## src/rtl/core/sldq_pkg.sv

```systemverilog
// sldq_pkg: shared types and constants for the sorted double-ended queue
// no dependencies; used by every module under rtl/core
package sldq_pkg;

	// field widths
	localparam int KEY_W   = 32;
	localparam int CMD_W   = 2;
	localparam int CNT_W   = 5;
	localparam int DEPTH_DEF = 16;

	// command codes
	localparam logic [CMD_W-1:0] CMD_INSERT  = 2'd0;
	localparam logic [CMD_W-1:0] CMD_RM_MIN  = 2'd1;
	localparam logic [CMD_W-1:0] CMD_RM_MAX  = 2'd2;
	localparam logic [CMD_W-1:0] CMD_RM_KEY  = 2'd3;

	// controller to datapath commands
	typedef struct packed {
		logic load;
		logic compare;
		logic execute;
	} sldq_ctl_t;

endpackage

```

## src/rtl/core/sldq_ctrl.sv

```systemverilog
// sldq_ctrl: accept / compare / execute sequencer and output beat valid
// depends on sldq_pkg
module sldq_ctrl (
	input  logic              clk,
	input  logic              arst_n,
	input  logic              in_valid,
	output logic              in_stall,
	output logic              out_valid,
	input  logic              out_stall,
	output sldq_pkg::sldq_ctl_t ctl
);
	import sldq_pkg::*;

	localparam logic [1:0] ST_IDLE = 2'd0;
	localparam logic [1:0] ST_CMP  = 2'd1;
	localparam logic [1:0] ST_EXE  = 2'd2;

	logic [1:0] state_q;
	logic       out_valid_q;
	logic       can_fin;
	logic       acc;

	// result slot free or being drained this cycle
	assign can_fin  = !out_valid_q || !out_stall;
	assign in_stall = !((state_q == ST_IDLE) || ((state_q == ST_EXE) && can_fin));
	assign acc      = in_valid && !in_stall;

	assign ctl.load    = acc;
	assign ctl.compare = (state_q == ST_CMP);
	assign ctl.execute = (state_q == ST_EXE) && can_fin;
	assign out_valid   = out_valid_q;

	// state sequencing
	always_ff @(posedge clk or negedge arst_n) begin
		if (!arst_n) begin
			state_q <= ST_IDLE;
		end else begin
			case (state_q)
				ST_IDLE: begin
					if (acc) state_q <= ST_CMP;
				end
				ST_CMP: begin
					state_q <= ST_EXE;
				end
				ST_EXE: begin
					if (can_fin) state_q <= acc ? ST_CMP : ST_IDLE;
				end
				default: begin
					state_q <= ST_IDLE;
				end
			endcase
		end
	end

	// output beat valid
	always_ff @(posedge clk or negedge arst_n) begin
		if (!arst_n) begin
			out_valid_q <= 1'b0;
		end else if (ctl.execute) begin
			out_valid_q <= 1'b1;
		end else if (!out_stall) begin
			out_valid_q <= 1'b0;
		end
	end

endmodule

```

## src/rtl/core/sldq_dp.sv

```systemverilog
// sldq_dp: sorted cell chain with per-cell compare, shift update and result registers
// depends on sldq_pkg; driven by sldq_ctrl commands
module sldq_dp #(
	parameter int DEPTH = sldq_pkg::DEPTH_DEF
) (
	input  logic                              clk,
	input  logic                              arst_n,
	input  sldq_pkg::sldq_ctl_t               ctl,
	input  logic [sldq_pkg::CMD_W-1:0]        cmd,
	input  logic signed [sldq_pkg::KEY_W-1:0] key,
	output logic                              ok,
	output logic signed [sldq_pkg::KEY_W-1:0] removed_value,
	output logic [sldq_pkg::CNT_W-1:0]        count,
	output logic                              is_empty
);
	import sldq_pkg::*;

	localparam int CW = $clog2(DEPTH + 1);

	logic signed [KEY_W-1:0] cell_q [DEPTH];
	logic [DEPTH-1:0]        occ_q;
	logic [CW-1:0]           count_q;
	logic [CMD_W-1:0]        cmd_q;
	logic signed [KEY_W-1:0] key_q;

	logic [DEPTH-1:0]        less_s1;
	logic                    found_s1;
	logic signed [KEY_W-1:0] max_s1;

	logic                    ok_q;
	logic signed [KEY_W-1:0] removed_q;

	logic [DEPTH-1:0]        less_c;
	logic [DEPTH-1:0]        eq_c;
	logic [DEPTH-1:0]        last_c;
	logic [KEY_W-1:0]        max_c;
	logic signed [KEY_W-1:0] up_val [DEPTH];
	logic signed [KEY_W-1:0] ins_val [DEPTH];
	logic                    full;
	logic                    empty;

	assign full  = occ_q[DEPTH-1];
	assign empty = !occ_q[0];

	// per-cell compare against the latched key
	always_comb begin
		max_c = '0;
		for (int i = 0; i < DEPTH; i++) begin
			less_c[i] = occ_q[i] && (cell_q[i] < key_q);
			eq_c[i]   = occ_q[i] && (cell_q[i] == key_q);
			if (i == DEPTH - 1) last_c[i] = occ_q[i];
			else                last_c[i] = occ_q[i] && !occ_q[i+1];
			max_c = max_c | (cell_q[i] & {KEY_W{last_c[i]}});
		end
	end

	// neighbor values for shift down and sorted insert
	always_comb begin
		for (int i = 0; i < DEPTH; i++) begin
			if (i == DEPTH - 1) up_val[i] = cell_q[i];
			else                up_val[i] = cell_q[i+1];
			if (less_s1[i])     ins_val[i] = cell_q[i];
			else if (i == 0)    ins_val[i] = key_q;
			else if (less_s1[i-1]) ins_val[i] = key_q;
			else                ins_val[i] = cell_q[i-1];
		end
	end

	// item latch
	always_ff @(posedge clk) begin
		if (ctl.load) begin
			cmd_q <= cmd;
			key_q <= key;
		end
	end

	// compare stage
	always_ff @(posedge clk) begin
		if (ctl.compare) begin
			less_s1  <= less_c;
			found_s1 <= |eq_c;
			max_s1   <= max_c;
		end
	end

	// cell chain update
	always_ff @(posedge clk) begin
		if (ctl.execute) begin
			for (int i = 0; i < DEPTH; i++) begin
				case (cmd_q)
					CMD_INSERT: begin
						if (!full) cell_q[i] <= ins_val[i];
					end
					CMD_RM_MIN: begin
						if (!empty) cell_q[i] <= up_val[i];
					end
					CMD_RM_KEY: begin
						if (found_s1 && !less_s1[i]) cell_q[i] <= up_val[i];
					end
					default: begin
						cell_q[i] <= cell_q[i];
					end
				endcase
			end
		end
	end

	// occupancy and count
	always_ff @(posedge clk or negedge arst_n) begin
		if (!arst_n) begin
			occ_q   <= '0;
			count_q <= '0;
		end else if (ctl.execute) begin
			case (cmd_q)
				CMD_INSERT: begin
					if (!full) begin
						occ_q   <= {occ_q[DEPTH-2:0], 1'b1};
						count_q <= count_q + 1'b1;
					end
				end
				CMD_RM_MIN, CMD_RM_MAX: begin
					if (!empty) begin
						occ_q   <= {1'b0, occ_q[DEPTH-1:1]};
						count_q <= count_q - 1'b1;
					end
				end
				CMD_RM_KEY: begin
					if (found_s1) begin
						occ_q   <= {1'b0, occ_q[DEPTH-1:1]};
						count_q <= count_q - 1'b1;
					end
				end
				default: begin
					occ_q <= occ_q;
				end
			endcase
		end
	end

	// result registers
	always_ff @(posedge clk) begin
		if (ctl.execute) begin
			case (cmd_q)
				CMD_INSERT: begin
					ok_q      <= !full;
					removed_q <= '0;
				end
				CMD_RM_MIN: begin
					ok_q      <= !empty;
					removed_q <= empty ? '0 : cell_q[0];
				end
				CMD_RM_MAX: begin
					ok_q      <= !empty;
					removed_q <= empty ? '0 : max_s1;
				end
				default: begin
					ok_q      <= found_s1;
					removed_q <= found_s1 ? key_q : '0;
				end
			endcase
		end
	end

	assign ok            = ok_q;
	assign removed_value = removed_q;
	assign count         = CNT_W'(count_q);
	assign is_empty      = empty;

endmodule

```

## src/rtl/core/sorted_list_double_ended_queue.sv

```systemverilog
// sorted_list_double_ended_queue: top level of the sorted double-ended queue
// depends on sldq_pkg, sldq_ctrl and sldq_dp
//
//  channel | handshake              | payload
//  --------+------------------------+-------------------------------------
//  in      | in_valid / in_stall    | cmd, key
//  out     | out_valid / out_stall  | ok, removed_value, count, is_empty
//
// every command passes a compare state, which checks the key against all cells at
// once, then an execute state, which updates the cell chain and loads the results.
// the next beat is taken in the cycle the current one executes.
// a result held by out_stall keeps the following item waiting in execute,
// and the input stays stalled until the held result is taken.
// reset empties the queue at once; cell contents need no clearing.
module sorted_list_double_ended_queue #(
	parameter int DEPTH = sldq_pkg::DEPTH_DEF
) (
	input  logic                              clk,
	input  logic                              arst_n,
	input  logic                              in_valid,
	output logic                              in_stall,
	input  logic [sldq_pkg::CMD_W-1:0]        cmd,
	input  logic signed [sldq_pkg::KEY_W-1:0] key,
	output logic                              out_valid,
	input  logic                              out_stall,
	output logic                              ok,
	output logic signed [sldq_pkg::KEY_W-1:0] removed_value,
	output logic [sldq_pkg::CNT_W-1:0]        count,
	output logic                              is_empty
);
	import sldq_pkg::*;

	sldq_ctl_t ctl;

	// sequencer
	sldq_ctrl u_ctrl (
		.clk       (clk),
		.arst_n    (arst_n),
		.in_valid  (in_valid),
		.in_stall  (in_stall),
		.out_valid (out_valid),
		.out_stall (out_stall),
		.ctl       (ctl)
	);

	// cell chain and result registers
	sldq_dp #(
		.DEPTH (DEPTH)
	) u_dp (
		.clk           (clk),
		.arst_n        (arst_n),
		.ctl           (ctl),
		.cmd           (cmd),
		.key           (key),
		.ok            (ok),
		.removed_value (removed_value),
		.count         (count),
		.is_empty      (is_empty)
	);

endmodule
```

## config.mk

```make
export PLATFORM = sky130hd
export DESIGN_NAME = sorted_list_double_ended_queue
export DESIGN_NICKNAME = d
export VERILOG_FILES = /design/src/rtl/core/sldq_pkg.sv /design/src/rtl/core/sldq_ctrl.sv /design/src/rtl/core/sldq_dp.sv /design/src/rtl/core/sorted_list_double_ended_queue.sv
export SDC_FILE = /design/constraint.sdc
export NUM_CORES = 2
export LEC_CHECK = 0
export ABC_CLOCK_PERIOD_IN_PS = 4800
export BUFFER_PORTS_ARGS = -buffer_cell sky130_fd_sc_hd__buf_2
export CORE_AREA = 2 2 304 306
export DETAILED_ROUTE_END_ITERATION = 8
export DIE_AREA = 0 0 306 308
export PLACE_DENSITY = 0.65
export SLEW_MARGIN = 5
export SYNTH_ARGS = -nofsm -noshare
export SYNTH_HDL_FRONTEND = slang
export SYNTH_SLANG_ARGS = --single-unit
```

## constraint.sdc

```tcl
create_clock -name clk -period 4.8 [get_ports clk]
set_input_delay 0.24 -clock clk [delete_from_list [all_inputs] [get_ports clk]]
set_output_delay 0.24 -clock clk [all_outputs]
set_load 0.02 [all_outputs]
```

; ---- Word level (Yosys, flattened, before mapping)
; Memory sizes are Yosys's and may differ from the RTL's.
; Index checks and enable logic that the tools add are counted.
[classes]
n_bitwise = 79
reduce_logical = 111
eq_ne = 27
magnitude_cmp = 16
add_sub_neg = 2
n_mux = 173
[ops]
columns = op, count
row1 = $mux 32, 82
row2 = $and 32x32->32, 16
row3 = $eq 32x32->1, 16
row4 = $lt 32x32->1, 16
row5 = $or 32x32->32, 15
row6 = $pmux 32 s3, 1
row7 = $mux 1, 78
row8 = $logic_and 1x1->1, 65
row9 = $mux 16, 3
row10 = $or 1x1->1, 48
row11 = $pmux 16 s3, 1
row12 = $logic_not 1->1, 35
row13 = $reduce_or 16->1, 1
row14 = $mux 5, 3
row15 = $pmux 5 s3, 1
row16 = $ne 2x1->1 const B, 5
row17 = $eq 2x2->1 const B, 3
row18 = $pmux 2 s3, 1
row19 = $reduce_and 3->1, 2
row20 = $add 5x1->5 const B, 1
row21 = $sub 5x1->5 const B, 1
row22 = $eq 2x1->1 const B, 2
row23 = $logic_not 2->1, 2
row24 = $mux 2, 2
row25 = other kinds (7), 8
[word_totals]
output_inout_bits = 41
mem_count = 1
mem_bits_rw = 512
input_bits = 38
word_cells = 422
reg_bits = 140
[memory_table]
columns = memory, depth, width, rd, rd_ports_with_merged_regs, write_ports, line
row1 = u_dp.cell_q, 16, 32, 16, 0, 16, sldq_dp.sv:20  ; logic signed [KEY_W-1:0] cell_q [DEPTH];

; ---- Longest topological paths before layout
[depth]
ltp_word = 18
ltp_mapped = 11
ltp_nobuf = 9

; ---- Hierarchy
; Synthesis repeated with hierarchy kept, for this count alone.
[unflattened]
hier_cells = 4292
area_unflattened_um2 = 45164.6
[modules_own_cells]
columns = mod, cells_per_inst, seq_area_each_um2, area_per_inst_um2, instances
row1 = sldq_dp, 4278, 19383.6, 45016.9, 1
row2 = sldq_ctrl, 14, 75.1, 147.6, 1

; ---- Worst setup path before layout
; Ideal clock, no wire load.
[synth_timing]
path_kind = register to register
from = register u_ctrl.state_q[0]
to = memory u_dp.cell_q[0][0], enable pin
arrival_ps = 3502
period_less_slack_ps = 3934
path_buffers = 2
setup_ps = 432
setup_slack_ps = 866
stages_incl_launch_ff = 7
t_required_ps = 4368
path_cell_list = dfrtp_1 -> nand2b_1 -> a21oi_4 -> nand2_1 -> buf_1 -> clkbuf_1 -> a21oi_1
[synth_rtl]
columns = element, line
row1 = from (decl), sldq_ctrl.sv:18  ; logic [1:0] state_q;
row2 = from (signal assigned), sldq_ctrl.sv:46  ; if (can_fin) state_q <= acc ? ST_CMP : ST_IDLE;
row3 = to (decl), sldq_dp.sv:20

; ---- Worst setup path in the final report
[layout_timing]
from = register u_dp.key_q[30]
to = register u_dp.less_s1[10] (data pin)
[layout_via]
elab_chain_cells = 2
[layout_lines]
columns = element, line
row1 = from (decl), sldq_dp.sv:24  ; logic signed [KEY_W-1:0] key_q;
row2 = from (signal assigned), sldq_dp.sv:73  ; key_q <= key;
row3 = $lt 32x32->1, sldq_dp.sv:49  ; less_c[i] = occ_q[i] && (cell_q[i] < key_q);
row4 = $logic_and 1x1->1, sldq_dp.sv:49
row5 = via u_dp.less_c[10], sldq_dp.sv:33  ; logic [DEPTH-1:0] less_c;
row6 = to (signal assigned), sldq_dp.sv:80  ; less_s1 <= less_c;
row7 = to (decl), sldq_dp.sv:26  ; logic [DEPTH-1:0] less_s1;
; The timed path passes the listed nets, and every way through them passes these cells.
; A chain may end at the register's enable or synchronous reset.

==> run metrics <==
Clock Skew 0.0422 ns; commonest non-fill, non-tap cells in the layout edfxtp_1, nand2_1, o21ai_0; row count 111; initial drt markers between 6,000 and 7,000; TritonCTS clock tree built; die height 308 um; reg2reg path depth 9; Initial Util 0.496; fraction of registers with async set/reset 0.0368; clock sinks 652; clock share of power 0.300; Final Hold Viols 0; post-DP HPWL 155 mm; setup TNS 0 ns; period utilization 0.827; clock insertion delay at the later pin of the skew report 0.69 ns; post-cts resize count 0; worst-path fanout max 17; share of post-route cells with drive strength above 1 0.107; NetSw between 0.008 and 0.009 W; Area growth, synth to finish 12.1%; Routed Antenna Nets 0; critical path launch point u_dp.key_q[30]; Syn Area/Cell between 10 and 15 um^2; final instance area 0.0506 mm^2; PD cells 408 mW/mm^2; Seq cells post-synth about 650; post-CTS setup buffers 0; Slew HR 0.0107; final setup fails 0; Pre-Repair DR Iteration Count 9; CP startpoint kind flop; H-tree depth 3; CP Class flop to flop; Syn Nets 4,841; Power, Total 0.0206 W; RR Startpoint u_dp.key_q[30]; aggregate global routing overflow 0; I/O pins between 70 and 80; Comb pwr share 0.336; clk root buf clkbuf_16; max frequency 0.252 GHz; routed vias/inst 7.22; Worst-path clk slew 0.06 ns; RSZ-0062 raised after global routing false; Min Hold Slack 0.106 ns; register area share after synthesis 0.431; FF-to-FF setup slack 0.83 ns; initial antenna violation count 12; layout net count 4,915; clock buffer depth 3; Worst EP arrival 4.50 ns; commonest non-fill, non-tap cell in the layout edfxtp_1; Mapped Cells 4,280; GP Congestion 1.09; first-pass GRT wire length between 200 and 300 mm; status complete, but fails checks; Peak VDD IR 0.000379 V; largest net degree at the start of global routing 47; drt total wl 219 mm; P_int 0.0126 W; Worst R2R End u_dp.less_s1[10]; failing checks max-capacitance violations; IO buf count 78; via count 40,500; Worst-Margin Slew 1.47 ns; GRT Total Usage 0.456; Non-Filler Instances 5,607; core box area 0.0910 mm^2; post-synth cell types 64; Sw Share 0.389; P_leak 19.3 nW; Reg power frac 0.364; worst min-delay path class input pin to async pin; Crit. End Element flop; min Tclk post-route between 3 and 4 ns; Post-Syn Area roughly 0.045 mm^2; Fillers 7,850; detail-routed net length per standard cell 39.0 um; vias in the first global route 37,600; DRC violations left 0; max cap viols 1; DP Area ~0.048 mm^2; Die Wd 306 um; die area 0.0942 mm^2; yosys warns 0; placed insts 5,422; Top FF cell, synth edfxtp_1; Crit path required time 5.33 ns; number of synthesized flops with an enable pin 628; CTS Buf Count approximately 80; max-slew violation count 0
-- final cells by class --
class,instances,area (um^2),area share
multi-input cells,3267,24600,0.487
flip-flops and latches,652,19500,0.385
clock buffers,105,2230,0.0441
repair buffers,297,2200,0.0436
well taps,1186,1480,0.0293
clock inverters,36,334,0.00660
inverters,58,218,0.00430
diodes,6,15.0,0.000297
-- power by group through the flow --
stage	clock, W	combinational (W)	sequential [W]
after floorplan	0	0.00375	0.00722
after global placement	0	0.00637	0.00755
after detailed placement	0	0.00643	0.00755
after CTS	0.00619	0.00647	0.00744
after global routing	0.00635	0.00705	0.00748
final	0.00618	0.00694	0.00750
-- registers in the layout, summed over array words and instances (netlist names), 2 cells and up --
name	flops
u_dp.cell_q	512
u_dp.less_s1	16
u_dp.key_q	32
u_dp.occ_q	16
u_dp.removed_value	32
u_dp.max_s1	32
u_dp.cmd_q	2
u_ctrl.state_q	2
u_dp.count	5
-- critical path, cell delays in order (launching register included) --
cell	delay [ns]
edfxtp_1	0.71
inv_1	0.40
buf_4	0.30
ha_1	0.30
nand4_1	0.26
nor3_1	0.80
and3_1	0.47
o31ai_1	0.22
nand4b_1	0.18
mux2i_1	0.20
-- worst max path at each step --
stage | to
global route | u_dp.less_s1[10]
floorplan | u_dp.cell_q[0][0]
global placement | u_dp.found_s1
finish | u_dp.less_s1[10]
CTS | u_dp.less_s1[10]
detailed placement | u_dp.less_s1[10]
-- cell families after synthesis --
group                      synth area share
AOI/OAI and AO/OA                     0.179
xor gates and xnor gates           0.000971
adders and majority gates             0.145
buffers and inverters                0.0322
DFF                                   0.431
muxes                                 0.111
and+or+nand+nor                       0.100
-- per-layer routing --
| layer | global-route usage | part of all wire |
|---|---|---|
| met1 | 0.610 | 0.38 |
| met2 | 0.636 | 0.40 |
| met3 | 0.183 | 0.16 |
| met4 | 0.228 | 0.062 |
| met5 | 0 | 0.00016 |
-- timing repair --
action | CTS | global route
hold buffers | 38 | 0
endpoints found under the hold margin | 61 | 0
endpoints found under the setup margin | 0 | 0
-- Yosys cell counts (4+ instances only) --
library cell    n  share of area
a221oi_1      161          0.031
clkbuf_1      225          0.019
mux2_2         34         0.0085
o211ai_1       27         0.0045
and2_0         11         0.0015
nand2b_1       15         0.0021
nor3_1         10         0.0011
xnor2_1         4        0.00078
a21oi_2        14         0.0027
a221o_1        12         0.0027
inv_1          58         0.0048
nor2b_1        34         0.0047
mux2i_1       462           0.10
buf_1           6        0.00050
o21ai_0       540          0.060
o2bb2ai_1       8         0.0016
a21o_1         58         0.0097
buf_2          53         0.0059
nor2_1         55         0.0046
o41ai_1        10         0.0019
nor4_1         11         0.0015
and3_1          4        0.00055
a21oi_1       202          0.022
nand2_1       619          0.051
dfrtp_1        24          0.013
nand3_1        51         0.0057
ha_1          522           0.14
a22o_1        128          0.025
and4_1         47         0.0091
a21boi_0       22         0.0037
clkbuf_2       16         0.0018
a22oi_1        38         0.0063
edfxtp_1      628           0.42
nand4_1       109          0.015
o21a_1         11         0.0018
a211oi_1        9         0.0015
-- metrics by stage --
stage / worst slack, ns / utilization
after floorplan: 0.866 / -
after global placement: 0.395 / 0.523
after detailed placement: 1.07 / 0.524
after CTS: 1.08 / 0.556
after global routing: 0.851 / 0.556
final: 0.832 / 0.556
No activity file was read; power rests on OpenSTA's default activity.
